### config.mk
export PLATFORM = sky130hd
export DESIGN_NAME = tac_ctrl
export DESIGN_NICKNAME = d
export VERILOG_FILES = /design/src/tac_pkg.sv /design/src/tac_ctrl.sv
export SDC_FILE = /design/constraint.sdc
export NUM_CORES = 1
export LEC_CHECK = 0
export BUFFER_PORTS_ARGS = -buffer_cell sky130_fd_sc_hd__buf_2
export CAP_MARGIN = 25
export CORE_AREA = 2 2 39 41
export CTS_CLUSTER_DIAMETER = 80
export CTS_CLUSTER_SIZE = 25
export DETAILED_ROUTE_END_ITERATION = 16
export DIE_AREA = 0 0 41 43
export SLEW_MARGIN = 20
export SYNTH_ARGS = -nofsm -noshare
export SYNTH_HDL_FRONTEND = slang
export SYNTH_SLANG_ARGS = --single-unit
### constraint.sdc
create_clock -name clk -period 1.3 [get_ports clk]
set_input_delay 0.26 -clock clk [delete_from_list [all_inputs] [get_ports clk]]
set_output_delay 0.26 -clock clk [all_outputs]
set_load 0.005 [all_outputs]
### src/tac_pkg.sv
// Shared types, constants and command/status bundles of the tile average colour block.
package tac_pkg;

	// Fixed field widths
	localparam int PIX_W     = 8;
	localparam int DIM_W     = 13;
	localparam int POS_W     = 12;
	localparam int GRID_W    = 7;
	localparam int ROW_W     = 6;
	localparam int OUT_IDX_W = 6;
	localparam int ACC_W     = 32;
	localparam int DEN_W     = 25;
	localparam int AREA_W    = 25;
	localparam int DIV_LANES = 3;
	localparam int CFG_IDX_W = 2;

	// Limits on the clamped register values
	localparam int MAX_IMAGE_DIM  = 4096;
	localparam int GRID_ROW_LIMIT = 64;

	// Register indexes
	localparam logic [CFG_IDX_W-1:0] CFG_IMAGE_WIDTH  = 2'd0;
	localparam logic [CFG_IDX_W-1:0] CFG_IMAGE_HEIGHT = 2'd1;
	localparam logic [CFG_IDX_W-1:0] CFG_GRID_ROWS    = 2'd2;
	localparam logic [CFG_IDX_W-1:0] CFG_GRID_COLS    = 2'd3;

	// Register reset values and the cell geometry that follows from them
	localparam int RST_W_I    = 640;
	localparam int RST_H_I    = 480;
	localparam int RST_ROWS_I = 8;
	localparam int RST_COLS_I = 8;
	localparam int RST_CW_I   = RST_W_I / RST_COLS_I;
	localparam int RST_CH_I   = RST_H_I / RST_ROWS_I;

	localparam logic [DIM_W-1:0]  RST_IMAGE_WIDTH  = DIM_W'(RST_W_I);
	localparam logic [DIM_W-1:0]  RST_IMAGE_HEIGHT = DIM_W'(RST_H_I);
	localparam logic [GRID_W-1:0] RST_GRID_ROWS    = GRID_W'(RST_ROWS_I);
	localparam logic [GRID_W-1:0] RST_GRID_COLS    = GRID_W'(RST_COLS_I);
	localparam logic [DIM_W-1:0]  RST_CELL_W       = DIM_W'(RST_CW_I);
	localparam logic [DIM_W-1:0]  RST_CELL_H       = DIM_W'(RST_CH_I);
	localparam logic [DIM_W-1:0]  RST_GRID_W       = DIM_W'(RST_CW_I * RST_COLS_I);
	localparam logic [DIM_W-1:0]  RST_GRID_H       = DIM_W'(RST_CH_I * RST_ROWS_I);
	localparam logic [AREA_W-1:0] RST_AREA         = AREA_W'(RST_CW_I * RST_CH_I);

	// One column accumulator entry
	typedef struct packed {
		logic [ACC_W-1:0] r;
		logic [ACC_W-1:0] g;
		logic [ACC_W-1:0] b;
	} acc_t;

	// Controller states
	typedef enum logic [2:0] {
		S_IDLE,
		S_ACC,
		S_AVG_DIV,
		S_LOAD,
		S_CFG_DIV,
		S_CFG_MUL,
		S_POS_DIV
	} state_t;

	// Commands from controller to datapath
	typedef struct packed {
		logic accept;     // take pixel, issue accumulator read, step position
		logic acc_write;  // update the column accumulator
		logic avg_start;  // start dividing the cell sums by the area
		logic cfg_start;  // start computing the cell size
		logic cw_load;    // take the cell size from the divider
		logic mul_load;   // register grid extent and cell area
		logic pos_start;  // start dividing the position by the cell size
		logic pos_load;   // take cell position from the divider
		logic out_load;   // load the result register
	} cmd_t;

	// Status from datapath to controller
	typedef struct packed {
		logic cell_end;   // pixel in flight closes a cell
		logic div_done;   // divider results are ready
	} status_t;

endpackage

### src/tac_ctrl.sv
// Controller state machine: handshakes, sequencing of accumulate, divide and geometry update.
module tac_ctrl (
	input  logic             clk,
	input  logic             arst_n,
	input  logic             in_valid,
	output logic             in_stall,
	output logic             out_valid,
	input  logic             out_stall,
	input  logic             cfg_we,
	input  tac_pkg::status_t st,
	output tac_pkg::cmd_t    cmd
);
	import tac_pkg::*;

	state_t state_q, state_nxt;
	logic   pend_q;
	logic   out_valid_q;

	// State register, pending geometry update, result valid
	always_ff @(posedge clk or negedge arst_n) begin
		if (!arst_n) begin
			state_q     <= S_IDLE;
			pend_q      <= 1'b0;
			out_valid_q <= 1'b0;
		end else begin
			state_q     <= state_nxt;
			pend_q      <= cfg_we | (pend_q & ~cmd.cfg_start);
			out_valid_q <= cmd.out_load | (out_valid_q & out_stall);
		end
	end

	// Next state and commands
	always_comb begin
		state_nxt = state_q;
		cmd       = '0;
		in_stall  = 1'b1;
		case (state_q)
			S_IDLE: begin
				if (pend_q) begin
					cmd.cfg_start = 1'b1;
					state_nxt     = S_CFG_DIV;
				end else if (!cfg_we) begin
					in_stall = 1'b0;
					if (in_valid) begin
						cmd.accept = 1'b1;
						state_nxt  = S_ACC;
					end
				end
			end
			S_ACC: begin
				cmd.acc_write = 1'b1;
				if (st.cell_end) begin
					cmd.avg_start = 1'b1;
					state_nxt     = S_AVG_DIV;
				end else begin
					state_nxt = S_IDLE;
				end
			end
			S_AVG_DIV: begin
				if (st.div_done) begin
					state_nxt = S_LOAD;
				end
			end
			S_LOAD: begin
				if (!out_valid_q || !out_stall) begin
					cmd.out_load = 1'b1;
					state_nxt    = S_IDLE;
				end
			end
			S_CFG_DIV: begin
				if (st.div_done) begin
					cmd.cw_load = 1'b1;
					state_nxt   = S_CFG_MUL;
				end
			end
			S_CFG_MUL: begin
				cmd.mul_load  = 1'b1;
				cmd.pos_start = 1'b1;
				state_nxt     = S_POS_DIV;
			end
			S_POS_DIV: begin
				if (st.div_done) begin
					cmd.pos_load = 1'b1;
					state_nxt    = S_IDLE;
				end
			end
			default: begin
				state_nxt = S_IDLE;
			end
		endcase
	end

	assign out_valid = out_valid_q;

	// An accepted pixel is accumulated in the following cycle
	a_accept_acc: assert property (@(posedge clk) disable iff (!arst_n)
		(in_valid && !in_stall) |=> (state_q == S_ACC))
		else $error("accepted pixel not followed by accumulate");

	// Divider results only show up while a division is awaited
	a_done_waiting: assert property (@(posedge clk) disable iff (!arst_n)
		st.div_done |-> (state_q == S_AVG_DIV || state_q == S_CFG_DIV ||
			state_q == S_POS_DIV))
		else $error("divider finished outside a wait state");

	// A register write holds off pixels until the geometry is recomputed
	a_cfg_stall: assert property (@(posedge clk) disable iff (!arst_n)
		cfg_we |=> in_stall)
		else $error("pixel accepted right after a register write");

	// A result is only loaded into a free or draining output register
	a_no_overwrite: assert property (@(posedge clk) disable iff (!arst_n)
		(out_valid_q && out_stall) |-> !cmd.out_load)
		else $error("pending result overwritten");

endmodule
== Yosys cells after proc, flatten, opt, wreduce, memory -nomap -nowiden ==
Cells that the tools add are included.

* Bitwise gates (word level): 5
* Equal/unequal tests: 12
* Reductions and logical operators: 5
* Multiplexer cells: 26

{| class="wikitable"
|+ Operators with widths
! kind !! number
|-
| $mux 3 || 7
|-
| $pmux 3 s7 || 1
|-
| $mux 1 || 15
|-
| $eq 3x3->1 const B || 3
|-
| $ne 2x2->1 const B || 4
|-
| $eq 3x2->1 const B || 2
|-
| $mux 2 || 3
|-
| $ne 3x3->1 const B || 2
|-
| $reduce_and 6->1 || 1
|-
| $eq 3x1->1 const B || 1
|-
| $logic_not 3->1 || 1
|-
| $and 1x1->1 || 2
|-
| $logic_not 1->1 || 2
|-
| $or 1x1->1 || 2
|-
| $logic_or 1x1->1 || 1
|-
| $not 1->1 || 1
|}

* Flip-flop bits (word level): 5
* Logic and storage cells: 51
* Input port bits: 7

== Logic depth before layout (Yosys ltp) ==
* Depth in word-level cells: 5
* Gate-level depth with buffers: 4

== Worst setup path after synthesis ==
OpenSTA, ideal clock, no wires.

* Kind: reg2out
* Start point: register state_q[1]
* End point: output port cmd[3] in the netlist's numbering
* Stages on the path, launching flop included: 4
* Arrival time: 0.891 ns
* Data required time: 1.040 ns
* Path slack: 0.149 ns
* Path through: dfrtp_1 > buf_6 > and3b_1 > buf_4

{| class="wikitable"
|+ RTL lines
! what !! RTL line !! text
|-
| start, declared || tac_ctrl.sv:15 || <nowiki>state_t state_q, state_nxt;</nowiki>
|-
| start signal, assigned || tac_ctrl.sv:26 || <nowiki>state_q <= state_nxt;</nowiki>
|-
| end, declared || tac_ctrl.sv:11 || <nowiki>output tac_pkg::cmd_t cmd</nowiki>
|}

==> results.ini <==
[clock_network]
clk_latency_ns=0.24
cts_buffers=3
cts_tree=done
cts_buffer_depth=2
numClockSinks=5
cts-root-buf=clkbuf_4
cts.clk_slew.worst_paths_ns=0.04
htreeDepth=1

[cells_and_area]
diodes=0
area_growth_pct=55.6
fillerInstances=138
final_core_util=0.400
fin_area_um2=553
nets=77
regArea_um2=128
drive_gt1_frac=0.536
multi_input_area_um2=205

[pwr]
p_per_area_nw_per_um2=1780
vdd_drop_max_mv=0.648
finalPower_uw=987
power_leakage_uw=0.000304

[synthesis]
synth.yosys.warnings=0
syn-instance-count=42
synth_nets=49
ys_types=22
seq_area_frac_synth=0.352
synth.cell_area_um2=355
synth.avg_cell_area_um2=8.46
synth-seq-cells=5

[place]
dp_hpwl_um=584
port_buffers=17
gp_congestion=0.672
dpl_cell_area_um2=438

[run_status]
status=finished, violations left
failed_checks=setup timing

[sta]
period_needed_ns=1.43
fmax_mhz=698
hold_viol_final=0
max-slew-margin-rel=0.801
clock_skew_ns=0.00259
setup_viol=10
rsz0062_at_grt=yes
period_share=1.10
setup_slack_ns=-0.132
worst_pin_slew_ns=0.295
finalSetupTns_ns=-0.963
drv_slew=0

[global_route]
grt_overflow=0
grt.total_usage=0.105
grt_max_degree=8
gr-usage-met3=0.0157
grt_pass1_vias=325
use_met2=0.159
antenna_found_initial=0
busiest_layer=met2
grt_pass1_wl_um=1210
use_met1=0.115

[drt]
ant_nets=0
drt_iter0_drc=2
remaining_drc_errors=0
vias=387
first_pass_iters=2
wire_per_inst_um=9.67
vias_per_cell=4.55
routed_wl_um=822

[floorplan]
die_w_um=41
core_area_um2=1380
num_rows=14
start_util=0.257
die-area_um2=1760
io_pins=18
die_h_um=43

[worst_hold_path]
min_path_type=input pin to flop
holdPathEnd=out_valid
min_from=out_stall
holdPathStages=3

[critical_path]
end_kind=output pin
r2r_start=state_q[0]
crit_arrival_ns=1.17
reg2reg_slack_ns=0.03
worstSetupStartpoint=state_q[0]
rr_worst_depth=4
rr_endpoint=state_q[0]
crit_fanout=4
start_kind=flop
timing_worst_setup_path_type=flop to output pin
required_ns=1.04

[job]
max_cap_viol_count=0

[synthesized netlist by cell type]
cell	count	area, µm²
buf_6	2	22.5
nor2_1	5	18.8
and3b_1	1	8.76
dfrtp_1	5	125
nand2_1	5	18.8
buf_4	2	15.0
nand2_2	1	6.26
a21oi_1	1	5.00
o21ai_0	1	5.00
o21bai_1	1	7.51
o21ai_1	3	15.0
nor3b_1	1	7.51
nor3_4	1	16.3
and2_1	2	12.5
nand3b_1	1	7.51
a31o_1	1	8.76
o41ai_1	1	8.76
nand2b_2	1	8.76
and3_1	2	12.5
nand3_1	2	10.0
o31ai_1	1	7.51
inv_1	2	7.51
[power breakdown]
group,switching [µW],internal (µW)
Combinational,234,312
Sequential,59.5,208
Clock,56.8,116
[worst max-delay path, stage by stage (launching register included)]
cell and delay, ns:
dfrtp_1 0.39, buf_6 0.14, nor3_4 0.14, nand2_2 0.08, nor2_2 0.08, buf_2 0.11
[layer usage]
| metal | up-vias | wire length, µm |
|---|---|---|
| li1 | 197 | - |
| met1 | 181 | 320 |
| met2 | 7 | 453 |
| met3 | 2 | 39 |
| met4 | 0 | 9 |
| met5 | - | 0 |
[sequential cells by signal (all words and copies together) (netlist names)]
| name | cells |
|---|---|
| state_q | 3 |
| pend_q | 1 |
| out_valid | 1 |
[cells by family (layout without fill, tap and decap cells)]
group | Yosys count | after routing | synth area share
and+or+nand+nor | 22 | 22 | 0.359
buffers and inverters | 6 | 33 | 0.127
DFF | 5 | 5 | 0.352
AOI/OAI and AO/OA | 9 | 9 | 0.162
[worst max path at each step]
stage	end	slack, ns	cells after the start
after floorplan	cmd[3]	0.15	3
after global placement	cmd[8]	0.06	4
after detailed placement	cmd[8]	0.03	4
after CTS	cmd[8]	-0.14	4
after global routing	cmd[8]	-0.23	4
final	cmd[8]	-0.13	5
[final cells by class]
cell class                 count  share of cell area
multi-input combinational     31               0.371
timing repair buffer          27               0.301
sequential                     5               0.231
clock buffer                   4              0.0475
tap                           16              0.0362
inverter                       2              0.0136
[metrics by stage]
stage	hold slack, ns	setup WS, ns	std cells
finish	0.276	-0.132	85
CTS	0.263	-0.140	82
global route	0.300	-0.225	85
global placement	0.0763	0.0598	73
floorplan	-0.0356	0.149	42
detailed placement	0.0783	0.0347	73
[cell usage in the layout, fill, tap and decap left out, types with 2 or more instances in the layout]
cell type,count
o21ai_1,3
and2_1,2
nor2_1,4
buf_2,17
inv_1,2
nand2_1,5
buf_4,8
nand3_1,2
dfrtp_1,3
clkbuf_4,3
dfrtp_2,2
and3_1,2
[what timing repair did]
item	4_1_cts	5_1_grt
setup endpoints to repair	10	10
hold endpoints to repair	5	0
hold buffers	1	0
resized for setup	5	4
pin swaps	1	0
setup buffers	4	3
No activity file was read; power rests on OpenSTA's default activity.
